--- config.mk ---
export PLATFORM = sky130hd
export DESIGN_NAME = sbox_prng_bounded_rejection
export DESIGN_NICKNAME = d
export VERILOG_FILES = /design/src/rtl/core/sbpr_pkg.sv /design/src/rtl/core/sbpr_datapath.sv /design/src/rtl/core/sbpr_ctrl.sv /design/src/rtl/core/sbox_prng_bounded_rejection.sv
export SDC_FILE = /design/constraint.sdc
export NUM_CORES = 1
export LEC_CHECK = 0
export BUFFER_PORTS_ARGS = -buffer_cell sky130_fd_sc_hd__buf_2
export CAP_MARGIN = 20
export CORE_MARGIN = 3
export CORE_UTILIZATION = 25
export DETAILED_ROUTE_END_ITERATION = 12
export HOLD_SLACK_MARGIN = 0.12
export PLACE_DENSITY_LB_ADDON = 0.2
export SYNTH_ARGS = -nofsm -noshare
export SYNTH_HDL_FRONTEND = slang
export SYNTH_SLANG_ARGS = --single-unit
--- constraint.sdc ---
create_clock -name clk -period 8.9 [get_ports clk]
set_clock_uncertainty 0.15 [all_clocks]
set_input_delay 1.335 -clock clk [delete_from_list [all_inputs] [get_ports clk]]
set_output_delay 1.335 -clock clk [all_outputs]
set_load 0.01 [all_outputs]
--- src/rtl/core/sbpr_pkg.sv ---
// Shared types, codes and the inverse S-box table for the bounded random generator.
`timescale 1ns / 1ps
`default_nettype none

package sbpr_pkg;

  localparam int unsigned BYTE_W      = 8;
  localparam int unsigned WORD_W      = 16;
  localparam int unsigned CMD_W       = 2;
  localparam int unsigned MAX_ATTEMPTS = 1024;
  localparam int unsigned ATTEMPT_W   = $clog2(MAX_ATTEMPTS);

  localparam logic [WORD_W-1:0] MASK_INIT = 16'hFFFF;

  // Command codes; the fourth code is unused and dropped.
  localparam logic [CMD_W-1:0] CMD_RESEED  = 2'd0;
  localparam logic [CMD_W-1:0] CMD_BYTE    = 2'd1;
  localparam logic [CMD_W-1:0] CMD_BOUNDED = 2'd2;

  typedef enum logic [6:0] {
    ST_IDLE   = 7'b0000001,
    ST_RESEED = 7'b0000010,
    ST_BYTE   = 7'b0000100,
    ST_LO     = 7'b0001000,
    ST_HI     = 7'b0010000,
    ST_CHECK  = 7'b0100000,
    ST_EMIT   = 7'b1000000
  } state_t;

  // Controller to datapath.
  typedef struct packed {
    logic load;          // latch the input fields
    logic start_bounded; // restart mask and attempt count
    logic reseed;        // run the reseed round
    logic round;         // run one generator round
    logic take_byte;     // result is the new third register
    logic take_lo;       // hold the low byte of the word
    logic take_hi;       // assemble the full word
    logic check;         // test the masked word against the bound
    logic emit;          // move the result into the output register
  } dp_cmd_t;

  // Datapath to controller.
  typedef struct packed {
    logic hit;      // word accepted, or attempts used up
    logic out_busy; // output register holds a result that is not taken
  } dp_status_t;

  localparam logic [BYTE_W-1:0] INV_SBOX [256] = '{
    8'h52, 8'h09, 8'h6A, 8'hD5, 8'h30, 8'h36, 8'hA5, 8'h38,
    8'hBF, 8'h40, 8'hA3, 8'h9E, 8'h81, 8'hF3, 8'hD7, 8'hFB,
    8'h7C, 8'hE3, 8'h39, 8'h82, 8'h9B, 8'h2F, 8'hFF, 8'h87,
    8'h34, 8'h8E, 8'h43, 8'h44, 8'hC4, 8'hDE, 8'hE9, 8'hCB,
    8'h54, 8'h7B, 8'h94, 8'h32, 8'hA6, 8'hC2, 8'h23, 8'h3D,
    8'hEE, 8'h4C, 8'h95, 8'h0B, 8'h42, 8'hFA, 8'hC3, 8'h4E,
    8'h08, 8'h2E, 8'hA1, 8'h66, 8'h28, 8'hD9, 8'h24, 8'hB2,
    8'h76, 8'h5B, 8'hA2, 8'h49, 8'h6D, 8'h8B, 8'hD1, 8'h25,
    8'h72, 8'hF8, 8'hF6, 8'h64, 8'h86, 8'h68, 8'h98, 8'h16,
    8'hD4, 8'hA4, 8'h5C, 8'hCC, 8'h5D, 8'h65, 8'hB6, 8'h92,
    8'h6C, 8'h70, 8'h48, 8'h50, 8'hFD, 8'hED, 8'hB9, 8'hDA,
    8'h5E, 8'h15, 8'h46, 8'h57, 8'hA7, 8'h8D, 8'h9D, 8'h84,
    8'h90, 8'hD8, 8'hAB, 8'h00, 8'h8C, 8'hBC, 8'hD3, 8'h0A,
    8'hF7, 8'hE4, 8'h58, 8'h05, 8'hB8, 8'hB3, 8'h45, 8'h06,
    8'hD0, 8'h2C, 8'h1E, 8'h8F, 8'hCA, 8'h3F, 8'h0F, 8'h02,
    8'hC1, 8'hAF, 8'hBD, 8'h03, 8'h01, 8'h13, 8'h8A, 8'h6B,
    8'h3A, 8'h91, 8'h11, 8'h41, 8'h4F, 8'h67, 8'hDC, 8'hEA,
    8'h97, 8'hF2, 8'hCF, 8'hCE, 8'hF0, 8'hB4, 8'hE6, 8'h73,
    8'h96, 8'hAC, 8'h74, 8'h22, 8'hE7, 8'hAD, 8'h35, 8'h85,
    8'hE2, 8'hF9, 8'h37, 8'hE8, 8'h1C, 8'h75, 8'hDF, 8'h6E,
    8'h47, 8'hF1, 8'h1A, 8'h71, 8'h1D, 8'h29, 8'hC5, 8'h89,
    8'h6F, 8'hB7, 8'h62, 8'h0E, 8'hAA, 8'h18, 8'hBE, 8'h1B,
    8'hFC, 8'h56, 8'h3E, 8'h4B, 8'hC6, 8'hD2, 8'h79, 8'h20,
    8'h9A, 8'hDB, 8'hC0, 8'hFE, 8'h78, 8'hCD, 8'h5A, 8'hF4,
    8'h1F, 8'hDD, 8'hA8, 8'h33, 8'h88, 8'h07, 8'hC7, 8'h31,
    8'hB1, 8'h12, 8'h10, 8'h59, 8'h27, 8'h80, 8'hEC, 8'h5F,
    8'h60, 8'h51, 8'h7F, 8'hA9, 8'h19, 8'hB5, 8'h4A, 8'h0D,
    8'h2D, 8'hE5, 8'h7A, 8'h9F, 8'h93, 8'hC9, 8'h9C, 8'hEF,
    8'hA0, 8'hE0, 8'h3B, 8'h4D, 8'hAE, 8'h2A, 8'hF5, 8'hB0,
    8'hC8, 8'hEB, 8'hBB, 8'h3C, 8'h83, 8'h53, 8'h99, 8'h61,
    8'h17, 8'h2B, 8'h04, 8'h7E, 8'hBA, 8'h77, 8'hD6, 8'h26,
    8'hE1, 8'h69, 8'h14, 8'h63, 8'h55, 8'h21, 8'h0C, 8'h7D
  };

endpackage

`default_nettype wire

--- src/rtl/core/sbpr_datapath.sv ---
// Datapath: generator registers, round logic, rejection test and output register.
`timescale 1ns / 1ps
`default_nettype none

module sbpr_datapath
  import sbpr_pkg::*;
(
  input  wire logic                clk,
  input  wire logic                rst,
  input  wire dp_cmd_t             cmd,
  output dp_status_t               status,
  input  wire logic [BYTE_W-1:0]   seed_a,
  input  wire logic [BYTE_W-1:0]   seed_b,
  input  wire logic [BYTE_W-1:0]   seed_c,
  input  wire logic [WORD_W-1:0]   upper_bound,
  output logic                     out_valid,
  input  wire logic                out_ready,
  output logic [WORD_W-1:0]        value
);

  logic [BYTE_W-1:0]    mix_a;
  logic [BYTE_W-1:0]    mix_b;
  logic [BYTE_W-1:0]    mix_c;
  logic [BYTE_W-1:0]    round_counter;
  logic [WORD_W-1:0]    reject_mask;
  logic [ATTEMPT_W-1:0] attempts;

  logic [BYTE_W-1:0]    seed_a_q;
  logic [BYTE_W-1:0]    seed_b_q;
  logic [BYTE_W-1:0]    seed_c_q;
  logic [WORD_W-1:0]    bound_q;
  logic [BYTE_W-1:0]    lo_q;
  logic [WORD_W-1:0]    word_q;
  logic [WORD_W-1:0]    hold_q;
  logic [WORD_W-1:0]    result_q;

  logic [BYTE_W-1:0]    src_a;
  logic [BYTE_W-1:0]    src_b;
  logic [BYTE_W-1:0]    src_c;
  logic [BYTE_W-1:0]    counter_next;
  logic [BYTE_W-1:0]    a_next;
  logic [BYTE_W-1:0]    b_next;
  logic [BYTE_W-1:0]    mixer;
  logic [BYTE_W-1:0]    c_next;
  logic [WORD_W-1:0]    masked;
  logic                 in_range;
  logic                 last_try;
  logic [WORD_W-1:0]    half_mask;

  // One generator round; a reseed folds the entropy in first and uses b >> 1.
  always_comb begin
    src_a        = cmd.reseed ? (mix_a ^ seed_a_q) : mix_a;
    src_b        = cmd.reseed ? (mix_b ^ seed_b_q) : mix_b;
    src_c        = cmd.reseed ? (mix_c ^ seed_c_q) : mix_c;
    counter_next = round_counter + 8'd1;
    a_next       = src_a ^ src_c ^ counter_next;
    b_next       = src_b + a_next;
    mixer        = cmd.reseed ? (b_next >> 1) : INV_SBOX[b_next];
    c_next       = (src_c + mixer) ^ a_next;
  end

  always_comb begin
    masked    = word_q & reject_mask;
    in_range  = (masked <= bound_q);
    last_try  = (attempts == ATTEMPT_W'(MAX_ATTEMPTS - 1));
    half_mask = reject_mask >> 1;
  end

  assign status.hit      = in_range || last_try;
  assign status.out_busy = out_valid && !out_ready;
  assign value           = result_q;

  always_ff @(posedge clk) begin
    if (rst) begin
      mix_a         <= '0;
      mix_b         <= '0;
      mix_c         <= '0;
      round_counter <= '0;
      reject_mask   <= MASK_INIT;
      attempts      <= '0;
      out_valid     <= 1'b0;
    end else begin
      if (cmd.round || cmd.reseed) begin
        mix_a         <= a_next;
        mix_b         <= b_next;
        mix_c         <= c_next;
        round_counter <= counter_next;
      end
      if (cmd.start_bounded) begin
        reject_mask <= MASK_INIT;
        attempts    <= '0;
      end else if (cmd.check && !status.hit) begin
        if (half_mask >= bound_q) begin
          reject_mask <= half_mask;
        end
        attempts <= attempts + 1'b1;
      end
      if (cmd.emit) begin
        out_valid <= 1'b1;
      end else if (out_valid && out_ready) begin
        out_valid <= 1'b0;
      end
    end
  end

  // Latch the inputs and the word halves, and hold a finished result until the output register is free.
  always_ff @(posedge clk) begin
    if (cmd.load) begin
      seed_a_q <= seed_a;
      seed_b_q <= seed_b;
      seed_c_q <= seed_c;
      bound_q  <= upper_bound;
    end
    if (cmd.take_lo) begin
      lo_q <= c_next;
    end
    if (cmd.take_hi) begin
      word_q <= {c_next, lo_q};
    end
    if (cmd.take_byte) begin
      hold_q <= {{(WORD_W-BYTE_W){1'b0}}, c_next};
    end else if (cmd.check && status.hit) begin
      hold_q <= in_range ? masked : bound_q;
    end
    if (cmd.emit) begin
      result_q <= hold_q;
    end
  end

  a_mask_covers_bound: assert property (@(posedge clk) disable iff (rst)
    cmd.check |-> reject_mask >= bound_q)
    else $error("rejection mask fell below the bound");

  a_result_in_bound: assert property (@(posedge clk) disable iff (rst)
    cmd.check && status.hit |=> hold_q <= bound_q)
    else $error("bounded result exceeds the bound");

endmodule

`default_nettype wire

--- src/rtl/core/sbpr_ctrl.sv ---
// Controller: sequences reseed, byte and bounded commands over the datapath.
`timescale 1ns / 1ps
`default_nettype none

module sbpr_ctrl
  import sbpr_pkg::*;
(
  input  wire logic             clk,
  input  wire logic             rst,
  input  wire logic             in_valid,
  output logic                  in_ready,
  input  wire logic [CMD_W-1:0] command,
  output dp_cmd_t               cmd,
  input  wire dp_status_t       status
);

  state_t state;
  state_t state_next;

  always_comb begin
    state_next = state;
    cmd        = '0;
    in_ready   = 1'b0;
    case (state)
      ST_IDLE: begin
        in_ready = 1'b1;
        if (in_valid) begin
          cmd.load = 1'b1;
          case (command)
            CMD_RESEED: state_next = ST_RESEED;
            CMD_BYTE:   state_next = ST_BYTE;
            CMD_BOUNDED: begin
              cmd.start_bounded = 1'b1;
              state_next        = ST_LO;
            end
            default: state_next = ST_IDLE; // drop the unused code
          endcase
        end
      end
      ST_RESEED: begin
        cmd.reseed = 1'b1;
        state_next = ST_IDLE;
      end
      ST_BYTE: begin
        cmd.round     = 1'b1;
        cmd.take_byte = 1'b1;
        state_next    = ST_EMIT;
      end
      ST_LO: begin
        cmd.round   = 1'b1;
        cmd.take_lo = 1'b1;
        state_next  = ST_HI;
      end
      ST_HI: begin
        cmd.round   = 1'b1;
        cmd.take_hi = 1'b1;
        state_next  = ST_CHECK;
      end
      ST_CHECK: begin
        cmd.check  = 1'b1;
        state_next = status.hit ? ST_EMIT : ST_LO;
      end
      ST_EMIT: begin
        if (!status.out_busy) begin
          cmd.emit   = 1'b1;
          state_next = ST_IDLE;
        end
      end
      default: state_next = ST_IDLE;
    endcase
  end

  always_ff @(posedge clk) begin
    if (rst) begin
      state <= ST_IDLE;
    end else begin
      state <= state_next;
    end
  end

  a_retry_after_miss: assert property (@(posedge clk) disable iff (rst)
    state == ST_CHECK && !status.hit |=> state == ST_LO)
    else $error("missed word did not start a new attempt");

  a_emit_needs_room: assert property (@(posedge clk) disable iff (rst)
    cmd.emit |-> !status.out_busy)
    else $error("result overwrote an untaken output");

  a_load_only_on_accept: assert property (@(posedge clk) disable iff (rst)
    cmd.load |-> in_valid && state == ST_IDLE)
    else $error("input latched outside an accepted transaction");

endmodule

`default_nettype wire

--- src/rtl/core/sbox_prng_bounded_rejection.sv ---
// Top level of the S-box random generator with bounded rejection sampling.
// Input channel (in_valid/in_ready) carries one command transaction: command,
// seed_a..seed_c and upper_bound. Command 0 reseeds and gives no result,
// command 1 gives one random byte in value[7:0], command 2 gives a value in
// 0..upper_bound, and the unused code is dropped while the controller stays idle.
// Output channel (out_valid/out_ready) carries value through a single output
// register, so the next command is accepted while a result still waits.
// Each round passes through the inverse S-box table, except the reseed round,
// which uses b >> 1 instead. Steps of each command:
//   reseed  - accept, then the reseed round
//   byte    - accept, one round, then the emit step into the output register
//   bounded - accept, N attempts and the emit step; each attempt runs the
//             low-byte round, the high-byte round and a mask/compare step. N is capped at 1024.
// One command is worked at a time; in_ready is high only while the
// controller waits for a command.
// Reset (rst, synchronous) clears the mixing registers and the round counter,
// restores the rejection mask to all ones and empties the output register.
// When the receiver stalls, hold the result in the output register; a second
// result waits in a holding register while the controller stays in its emit
// step until the output register frees, and no new command is accepted meanwhile.
`timescale 1ns / 1ps
`default_nettype none

module sbox_prng_bounded_rejection
  import sbpr_pkg::*;
(
  input  wire logic              clk,
  input  wire logic              rst,
  input  wire logic              in_valid,
  output logic                   in_ready,
  input  wire logic [CMD_W-1:0]  command,
  input  wire logic [BYTE_W-1:0] seed_a,
  input  wire logic [BYTE_W-1:0] seed_b,
  input  wire logic [BYTE_W-1:0] seed_c,
  input  wire logic [WORD_W-1:0] upper_bound,
  output logic                   out_valid,
  input  wire logic              out_ready,
  output logic [WORD_W-1:0]      value
);

  // Commands from the controller, status back from the datapath.
  dp_cmd_t    cmd;
  dp_status_t status;

  sbpr_ctrl u_ctrl (
    .clk      (clk),
    .rst      (rst),
    .in_valid (in_valid),
    .in_ready (in_ready),
    .command  (command),
    .cmd      (cmd),
    .status   (status)
  );

  sbpr_datapath u_datapath (
    .clk         (clk),
    .rst         (rst),
    .cmd         (cmd),
    .status      (status),
    .seed_a      (seed_a),
    .seed_b      (seed_b),
    .seed_c      (seed_c),
    .upper_bound (upper_bound),
    .out_valid   (out_valid),
    .out_ready   (out_ready),
    .value       (value)
  );

endmodule

`default_nettype wire
==> metrics.csv, run 1 <==
stage;metric;value;unit
power;seqPwrFrac;0.388;
clock_tree;htreeDepth;4;
synthesis;yosysSeqAreaShare;0.360;
timing;fin_crit_sh;0.906;
synthesis;yosysWarnings;0;
layout;n_fill_cell;4835;
timing;rsz0062_at_grt;false;
layout;design_area;13200;sq um
clock_tree;numCtsBuffers;17;
layout;most-common-layout-cells;152 x nand2_1, 97 x nor2_1, 88 x a21oi_1, 88 x edfxtp_1, 74 x dfxtp_1;
drt;num_vias;10736;
synthesis;async_reset_ff_frac;0;
setup_path;end_kind;flop;
layout;mostFrequentLayoutCell;nand2_1;
drt;wl_met3;3.19;mm
clock_tree;cts_tree;built;
clock_tree;clock-sinks;162;
synthesis;synth_cells;1318;
global_route;track_usage;0.173;
layout;synthToLayoutAreaGrowth;15.4;%
setup_path;critPathTopFamily;simple AND/OR/NAND/NOR gates;
setup_path;path_class;reg -> reg;
timing;tns;0;ns
placed_design;port-buffer-count;63;
clock_tree;root_buffer;clkbuf_16;
power;power.density;162;nW/um^2
power;p_int;1.41;mW
placed_design;place_area;12600;sq um
layout;antenna_cells;0;
drt;routedWlPerCell;21.3;microns
drt;drt_pre_antenna_iters;6;
worst_hold_path;hp-class;reg -> reg;
drt;drt_iter0_markers;1215;
die;io_pins;64;
setup_path;path_buf_inv;1;
synthesis;ys_ff_latch;162;
power;p_switching;0.737;mW
synthesis;syn_avg_cell_area;8.69;sq um
die;dieArea;48400;sq um
global_route;globalRouteOverflowTotal;0;
power;swShare;0.344;
synthesis;synth_edf_count;88;
drt;antenna_left;0;
drt;drc;0;
global_route;antenna_found_initial;2;
die;coreArea;44700;sq um
power;comb_power_share;0.285;
clock_tree;cts_resized;0;
setup_path;crit_required;9.13;ns
flow_run;maxCapViolCount;0;
drt;drt-met1-wl;17.3;mm
clock_tree;cts_buffer_depth;2;
synthesis;ys_types;89;
setup_path;cpPeakStageDelay;0.57;ns
die;start_util;0.256;
power;clkPwrFrac;0.328;
timing;worstMarginPinSlew;1.11;ns
die;row_count;77;
setup_path;cp-start-kind;flop;
placed_design;dp_hpwl;30.5;mm
clock_tree;clk_latency;0.44;ns
outcome;status;finished, final reports clean;
die;die_h;220;microns
synthesis;syn_area;11400;sq um
global_route;grt_max_degree;43;
timing;hold_viol_final;0;
power;ir_drop;0.132;mV
clock_tree;ctsHoldBuffers;0;
timing;timing.fmax;0.124;GHz
synthesis;syn_nets;1432;
die;die_w;220;microns
drt;top_layer;met5;
setup_path;slowest_stage;or4b_4;
clock_tree;path_clk_slew;0.07;ns
placed_design;gp_congestion;0.980;
drt;wirelength;42.0;mm
layout;final_nets;1484;
global_route;grt_first_pass_wirelength;64.1;mm
layout;final_layout_size_suffix_gt1_frac;0.139;
synthesis;synth-main-ff-cell;edfxtp_1;
timing;report.final.slew_viol_count;0;
drt;via_per_inst;5.44;
setup_path;arrival;8.29;ns
timing;min_period;8.06;ns
drt;wl_met2;19.4;mm
power;p_leak;5.04;nW
setup_path;path_common_cell;a21oi_1;
timing;setup_viol;0;
global_route;grt_pass1_vias;10596;
timing;slew_headroom;0.260;
setup_path;worstPathMaxFanout;34;
clock_tree;postCtsSetupBuffers;0;
worst paths after layout:
path,slack (ns),to,cells after the start,startpoint
max reg2reg,0.84,u_datapath.mix_c[7]$_SDFFE_PP0P_,29,u_ctrl.state[2]$_SDFFE_PP0P_
min,0.27,u_datapath.word_q[7]$_DFFE_PP_,0,u_datapath.lo_q[7]$_DFFE_PP_
max,0.84,u_datapath.mix_c[7]$_SDFFE_PP0P_,29,u_ctrl.state[2]$_SDFFE_PP0P_
min reg2reg,0.27,u_datapath.word_q[7]$_DFFE_PP_,0,u_datapath.lo_q[7]$_DFFE_PP_
cell usage after synthesis (all sizes together) (9+ instances only):
cell / number / area share
o211ai: 40 / 0.026
dfxtp: 74 / 0.13
o21a: 9 / 0.0059
a31oi: 27 / 0.015
ha: 67 / 0.073
edfxtp: 88 / 0.23
a21oi: 88 / 0.038
a21o: 14 / 0.0092
a211oi: 25 / 0.016
mux2i: 20 / 0.017
nand2: 153 / 0.050
xor2: 23 / 0.018
or3: 13 / 0.0071
buf: 39 / 0.017
inv: 58 / 0.019
and2: 19 / 0.010
o21ai: 82 / 0.036
nand3: 50 / 0.022
nor2: 98 / 0.032
nor3: 37 / 0.017
o311ai: 14 / 0.011
a311oi: 15 / 0.013
xnor2: 58 / 0.046
o31ai: 9 / 0.0059
clkbuf: 54 / 0.018
per-stage QoR:
step	power (mW)	hold slack [ns]	instances	setup slack, ns	util
after floorplan	1.22	0.250	1318	1.39	-
after global placement	1.45	0.252	1941	1.04	0.283
after detailed placement	1.44	0.255	1941	0.863	0.283
after CTS	2.15	0.271	1973	0.836	0.295
after global routing	2.24	0.276	1975	0.183	0.296
final	2.14	0.268	1975	0.835	0.296
power by group through the flow:
stage               clock [mW]  combinational (mW)  sequential (mW)
floorplan                    0               0.382            0.843
global placement             0               0.603            0.850
detailed placement           0               0.593            0.849
CTS                      0.725               0.596            0.833
global route             0.756               0.652            0.834
finish                   0.702               0.611            0.832
cell families after synthesis:
logic type      share of synthesized area
buf+inv                            0.0533
simple gates                        0.173
flops                               0.360
xor+xnor                           0.0746
mux                                0.0254
compound gates                      0.239
fa+ha+maj                          0.0750
state kept, by name (all words and copies together), names as in the netlist, 10 cells and up:
name / cells
u_datapath.bound_q: 16
u_datapath.hold_q: 16
u_datapath.reject_mask: 16
u_datapath.value: 16
u_datapath.word_q: 16
u_datapath.attempts: 10
routing by layer:
| metal | up-vias | global-route usage |
|---|---|---|
| met4 | 2 | 0.0886 |
| li1 | 4982 | - |
| met1 | 5074 | 0.218 |
| met5 | - | 0 |
| met3 | 147 | 0.0323 |
| met2 | 531 | 0.282 |
cell type report:
| class | count | area [sq um] | area share |
|---|---|---|---|
| Inverter | 58 | 218 | 0.0165 |
| Clock buffer | 20 | 457 | 0.0346 |
| Tap cell | 592 | 741 | 0.0560 |
| Clock inverter | 12 | 98.8 | 0.00748 |
| Sequential cell | 162 | 4120 | 0.312 |
| Multi-Input combinational cell | 1005 | 6780 | 0.513 |
| Timing Repair Buffer | 126 | 801 | 0.0606 |
Power figures use the tool's default switching activity.
==> inputs of run 2 (changes only) <==
Settings changed: CORE_UTILIZATION 25 to 57, SLEW_MARGIN set to 40.
Clock period 8.9 ns to 6.9 ns, I/O delays scaled along.
==> metrics.csv, run 2 (synthesis gave the netlist of run 1 again) <==
stage;metric;value;unit;change
clock_tree;numCtsBuffers;17;;unchanged
timing;timing.fmax;0.147;GHz;was 0.124 GHz
layout;final_nets;1560;;was 1484
drt;routedWlPerCell;24.9;microns;was 21.3 microns
timing;worstMarginPinSlew;0.899;ns;was 1.11 ns
outcome;status;finished, final reports clean;;unchanged
die;dieArea;21800;sq um;was 48400 sq um
placed_design;gp_congestion;1.11;;was 0.980
clock_tree;htreeDepth;4;;unchanged
clock_tree;path_clk_slew;0.08;ns;was 0.07 ns
clock_tree;cts_tree;built;;unchanged
timing;min_period;6.80;ns;was 8.06 ns
setup_path;cpPeakStageDelay;0.57;ns;about the same
layout;mostFrequentLayoutCell;nand2_1;;unchanged
global_route;track_usage;0.382;;was 0.173
setup_path;path_common_cell;xnor2_2;;was a21oi_1
setup_path;arrival;7.02;ns;was 8.29 ns
drt;drc;0;;unchanged
layout;most-common-layout-cells;148 x nand2_1, 125 x buf_4, 92 x nor2_1;;was 152 x nand2_1, 97 x nor2_1, 88 x a21oi_1, 88 x edfxtp_1, 74 x dfxtp_1
die;coreArea;19600;sq um;was 44700 sq um
timing;whs;0.266;ns;was 0.268 ns
placed_design;placed_cells_incl_taps;1675;;was 1941
setup_path;path_class;reg -> reg;;unchanged
placed_design;dp_hpwl;29.8;mm;was 30.5 mm
timing;report.final.slew_viol_count;0;;unchanged
layout;antenna_cells;0;;unchanged
drt;drt_pre_antenna_iters;7;;was 6
setup_path;worstPathMaxFanout;32;;was 34
drt;drt_iter0_markers;1676;;was 1215
timing;hold_viol_final;0;;unchanged
placed_design;place_ws;0.0459;ns;was 0.863 ns
setup_path;end_kind;flop;;unchanged
timing;setup_viol;0;;unchanged
power;p_leak;5.56;nW;was 5.04 nW
global_route;antenna_found_initial;1;;was 2
layout;n_fill_cell;1433;;was 4835
layout;multi_input_area;7050;sq um;was 6780 sq um
flow_run;maxCapViolCount;0;;unchanged
drt;via_per_inst;6.91;;was 5.44
layout;stdcell_count;1724;;was 1975
worst_hold_path;hp-class;reg -> reg;;unchanged
drt;antenna_left;0;;unchanged
drt;num_vias;11919;;was 10736
layout;fin_util;0.707;;was 0.296
die;start_util;0.584;;was 0.256
timing;layout_setup_ws;0.105;ns;was 0.835 ns
timing;slew_headroom;0.396;;was 0.260
die;row_count;51;;was 77
die;io_pins;64;;unchanged
clock_tree;cts_buffer_depth;2;;unchanged
power;power.density;213;nW/um^2;was 162 nW/um^2
die;die_w;148;microns;was 220 microns
power;ir_drop;0.171;mV;was 0.132 mV
layout;synthToLayoutAreaGrowth;20.9;%;was 15.4%
setup_path;cp-start-kind;flop;;unchanged
placed_design;port-buffer-count;63;;unchanged
timing;tns;0;ns;unchanged
layout;seqCellArea;4130;sq um;was 4120 sq um
layout;final_layout_size_suffix_gt1_frac;0.213;;was 0.139
power;total_power;2.96;mW;was 2.14 mW
layout;design_area;13800;sq um;was 13200 sq um
global_route;grt_first_pass_wirelength;64.5;mm;was 64.1 mm
die;die_h;148;microns;was 220 microns
global_route;globalRouteOverflowTotal;0;;unchanged
global_route;grt_pass1_vias;11280;;was 10596
setup_path;crit_required;7.12;ns;was 9.13 ns
clock_tree;clk_latency;0.45;ns;was 0.44 ns
drt;wirelength;42.9;mm;was 42.0 mm
clock_tree;clock-sinks;162;;unchanged
timing;fin_crit_sh;0.985;;was 0.906
clock_tree;ctsHoldBuffers;0;;unchanged
placed_design;place_area;12800;sq um;was 12600 sq um
setup_path;slowest_stage;or4b_4;;unchanged
clock_tree;root_buffer;clkbuf_16;;unchanged
global_route;grt_max_degree;42;;was 43
-- run 2: changes by cell type in the layout (fill, tap and decap cells not counted), sizes merged --
cell      delta
clkbuf       -3
bufinv       +1
clkinvlp     -2
buf         +75
inv          +1
clkinv       +3
xor2         +1
-- run 2: worst paths after layout --
| check | endpoint | cells past startpoint | slack [ns] | from |
|---|---|---|---|---|
| setup / recovery | u_datapath.mix_c[7]$_SDFFE_PP0P_ | 28 | 0.10 | u_ctrl.state[0]$_SDFFE_PP1P_ |
| hold / removal | u_datapath.value[1]$_DFFE_PP_ | 0 | 0.27 | u_datapath.hold_q[1]$_DFFE_PP_ |
| hold reg to reg | u_datapath.value[1]$_DFFE_PP_ | 0 | 0.27 | u_datapath.hold_q[1]$_DFFE_PP_ |
| setup reg to reg | u_datapath.mix_c[7]$_SDFFE_PP0P_ | 28 | 0.10 | u_ctrl.state[0]$_SDFFE_PP1P_ |
-- run 2: what timing repair did --
action                                  4_1_cts  5_1_grt
endpoints found under the setup margin        4       18
setup buffers                                 2       14
gates resized for setup                       4       44
pin swaps                                     2       15
gates cloned                                  1        0
-- run 2: critical path: cells and delay by family (launching register included) --
kind / cells / cell delay, ns
AO/OA/AOI/OAI: 10 / 2.14
AND/OR/NAND/NOR: 8 / 1.98
adder cells (fa/ha/maj): 3 / 0.82
XOR/XNOR: 4 / 0.73
buffers and inverters: 3 / 0.58
flip-flops: 1 / 0.32
-- run 2: final cells by class --
cell class	instances	area share
well taps	265	0.0239
flip-flops and latches	162	0.298
clock buffers	17	0.0307
multi-input cells	1006	0.509
inverters	58	0.0159
repair buffers	201	0.109
clock inverters	15	0.0134
-- run 2: report_power, final --
group          switching (mW)  leakage (nW)  internal, mW  total, mW
Clock                   0.467         0.298         0.522      0.989
Sequential             0.0148          1.40          1.06       1.07
Combinational           0.561          3.86         0.334      0.896
-- run 2: routing by layer --
layer / wire (microns) / GRT usage
met2: 18800 / 0.591
met1: 15900 / 0.493
met3: 5420 / 0.102
met5: 39 / 0
met4: 2750 / 0.198
==> inputs of run 3 (changes only) <==
Settings changed: CORE_UTILIZATION 57 to 56, SYNTH_HIERARCHICAL set to 1.
==> metrics.csv, run 3 <==
stage;metric;value;unit;change
outcome;status;finished, final reports clean;;unchanged
clock_tree;clk_latency;0.43;ns;was 0.45 ns
drt;drt_pre_antenna_iters;7;;unchanged
setup_path;slowest_stage;nor2_1;;was or4b_4
synthesis;yosysWarnings;6;;was 0
global_route;track_usage;0.351;;was 0.382
clock_tree;clock-sinks;162;;unchanged
drt;num_vias;11315;;was 11919
timing;report.final.slew_viol_count;0;;unchanged
setup_path;rr_worst_depth;28;;unchanged
layout;final_layout_size_suffix_gt1_frac;0.179;;was 0.213
drt;wirelength;39.5;mm;was 42.9 mm
clock_tree;htreeDepth;4;;unchanged
clock_tree;cts_tree;built;;unchanged
global_route;grt_pass1_vias;10644;;was 11280
drt;routedWlPerCell;23.5;microns;was 24.9 microns
synthesis;synth_area_leader_cell;edfxtp_1;;unchanged
synthesis;synth_cells;1317;;was 1318
synthesis;yosysSeqAreaShare;0.372;;was 0.360
global_route;globalRouteOverflowTotal;0;;unchanged
setup_path;arrival;6.73;ns;was 7.02 ns
power;p_leak;5.04;nW;was 5.56 nW
setup_path;end_kind;flop;;unchanged
timing;fin_crit_sh;0.975;;was 0.985
setup_path;cpPeakStageDelay;0.60;ns;was 0.57 ns
setup_path;worstPathMaxFanout;21;;was 32
power;ir_drop;0.191;mV;was 0.171 mV
placed_design;place_area;12200;sq um;was 12800 sq um
layout;mostFrequentLayoutCell;nand2_1;;unchanged
drt;wl_met2;18.1;mm;was 18.8 mm
synthesis;ys_types;81;;was 89
drt;via_per_inst;6.73;;was 6.91
clock_tree;cts_buffer_depth;2;;unchanged
placed_design;port-buffer-count;63;;unchanged
timing;hold_viol_final;0;;unchanged
synthesis;syn_nets;1428;;was 1432
layout;multi_input_area;6560;sq um;was 7050 sq um
drt;top_layer;met5;;unchanged
layout;antenna_cells;0;;unchanged
worst_hold_path;hold_depth;0;;unchanged
layout;synthToLayoutAreaGrowth;17.4;%;was 20.9%
timing;slew_headroom;0.465;;was 0.396
clock_tree;numCtsBuffers;17;;unchanged
setup_path;cp-start-kind;flop;;unchanged
drt;drt-met1-wl;15.0;mm;was 15.9 mm
power;total_power;4.78;mW;was 2.96 mW
synthesis;ys_top_cells_by_area;edfxtp_1 24%, dfxtp_1 13%, ha_1 7.1%, nand2_1 6.0%, nor2_1 5.0%;;was edfxtp_1 23%, dfxtp_1 13%, ha_1 7.3%, nand2_1 5.0%, xnor2_1 4.2%
timing;setup_viol;0;;unchanged
worst_hold_path;hp-class;reg -> reg;;unchanged
synthesis;ys_ff_latch;162;;unchanged
placed_design;dp_hpwl;27.6;mm;was 29.8 mm
flow_run;maxCapViolCount;0;;unchanged
synthesis;ys_top_cells_by_count;176 x nand2_1, 147 x nor2_1, 109 x a21oi_1, 88 x edfxtp_1, 74 x dfxtp_1;;was 153 x nand2_1, 98 x nor2_1, 88 x a21oi_1, 88 x edfxtp_1, 74 x dfxtp_1
setup_path;crit_required;6.91;ns;was 7.12 ns
global_route;grt_max_degree;62;;was 42
synthesis;synth_top_area_frac;0.238;;was 0.231
drt;wl_met3;3.88;mm;was 5.42 mm
die;dieArea;21500;sq um;was 21800 sq um
placed_design;gp_congestion;1.10;;was 1.11
synthesis;synth-main-ff-cell;edfxtp_1;;unchanged
timing;timing.fmax;0.149;GHz;was 0.147 GHz
clock_tree;path_clk_slew;0.07;ns;was 0.08 ns
synthesis;yosysMostFrequentCell;nand2_1;;unchanged
setup_path;path_class;reg -> reg;;unchanged
drt;drc;0;;unchanged
die;die_w;147;microns;was 148 microns
global_route;grt_first_pass_wirelength;59.6;mm;was 64.5 mm
layout;n_fill_cell;1467;;was 1433
layout;final_nets;1520;;was 1560
die;coreArea;19100;sq um;was 19600 sq um
die;die_h;147;microns;was 148 microns
die;io_pins;64;;unchanged
synthesis;syn_area;11100;sq um;was 11400 sq um
timing;layout_setup_ws;0.174;ns;was 0.105 ns
layout;most-common-layout-cells;175 x nand2_1, 144 x nor2_1, 106 x a21oi_1;;was 148 x nand2_1, 125 x buf_4, 92 x nor2_1
die;row_count;50;;was 51
placed_design;place_ws;-0.135;ns;was 0.0459 ns
layout;design_area;13000;sq um;was 13800 sq um
layout;seqCellArea;4120;sq um;was 4130 sq um
timing;min_period;6.73;ns;was 6.80 ns
setup_path;path_common_cell;xnor2_2;;unchanged
timing;worstMarginPinSlew;0.797;ns;was 0.899 ns
power;power.density;367;nW/um^2;was 213 nW/um^2
drt;antenna_left;0;;unchanged
synthesis;synth_edf_count;88;;unchanged
die;start_util;0.582;;was 0.584
drt;drt_iter0_markers;1427;;was 1676
global_route;antenna_found_initial;1;;unchanged
synthesis;async_reset_ff_frac;0;;unchanged
clock_tree;root_buffer;clkbuf_16;;unchanged
synthesis;syn_avg_cell_area;8.43;sq um;was 8.69 sq um
run 3: changes by cell type after synthesis, moves of 7 or more:
cell	delta
clkbuf_1	+7
a31oi_1	-12
o211ai_1	-11
nand2_1	+23
nor3_1	-9
a21oi_1	+21
inv_1	-17
nor2_1	+49
o21ai_0	-16
run 3: metrics by stage:
stage | TNS [ns] | hold slack, ns | utilization | cells
after floorplan | 0 | 0.250 | - | 1317
after global placement | -0.0528 | 0.252 | 0.639 | 1636
after detailed placement | -0.593 | 0.255 | 0.641 | 1638
after CTS | 0 | 0.258 | 0.673 | 1670
after global routing | -0.267 | 0.264 | 0.683 | 1682
final | 0 | 0.256 | 0.683 | 1682
run 3: path summary, 6_finish.rpt:
check                                             startpoint                        endpoint  slack [ns]
worst min-delay path            u_datapath/lo_q[0]$_DFFE_PP_  u_datapath/word_q[0]$_DFFE_PP_        0.26
worst max-delay path            u_ctrl/state[6]$_SDFFE_PP0P_  u_datapath/hold_q[7]$_DFFE_PP_        0.17
worst max register to register  u_ctrl/state[6]$_SDFFE_PP0P_  u_datapath/hold_q[7]$_DFFE_PP_        0.17
worst min register to register  u_datapath/lo_q[0]$_DFFE_PP_  u_datapath/word_q[0]$_DFFE_PP_        0.26
run 3: kinds of logic after synthesis:
| kind of cell | Yosys count | share of synthesized area |
|---|---|---|
| and+or+nand+nor | 478 | 0.192 |
| AOI/OAI and AO/OA | 366 | 0.222 |
| DFF | 162 | 0.372 |
| buffers and inverters | 142 | 0.0511 |
| xor gates and xnor gates | 82 | 0.0667 |
| adders and majority gates | 65 | 0.0746 |
| muxes | 22 | 0.0222 |
run 3: layout make-up:
cell class | count | share of cell area
Multi-Input combinational cell | 1013 | 0.503
Tap cell | 260 | 0.0250
Sequential cell | 162 | 0.317
Clock inverter | 13 | 0.0103
Timing Repair Buffer | 173 | 0.0978
Inverter | 42 | 0.0122
Clock buffer | 19 | 0.0349
run 3: report_power, final:
| group | switching [mW] | leakage (nW) | internal, mW | total [mW] |
|---|---|---|---|---|
| clock network | 0.417 | 0.286 | 0.531 | 0.948 |
| logic | 1.70 | 3.35 | 0.970 | 2.67 |
| registers | 0.0325 | 1.40 | 1.13 | 1.16 |
| total | 2.15 | 5.04 | 2.63 | 4.78 |
run 3: repair_timing:
item                                    in CTS  in global routing
hold buffers                                 0                  0
setup buffers                                0                 10
cloned                                       0                  2
endpoints found under the setup margin      15                 24
gates resized for setup                      4                 20
pin swaps                                    0                  9
run 3: layer usage:
layer,global-route usage,up-vias
li1,-,4989
met5,0,-
met4,0.188,2
met1,0.445,5294
met2,0.569,810
met3,0.0685,220
run 3: critical path: cells and delay by family (launching register included):
kind / cells / cell delay, ns
flops: 1 / 0.38
compound gates: 9 / 1.47
fa+ha+maj: 3 / 0.97
mux: 1 / 0.25
buf+inv: 3 / 0.46
simple gates: 7 / 1.63
xor+xnor: 5 / 1.11
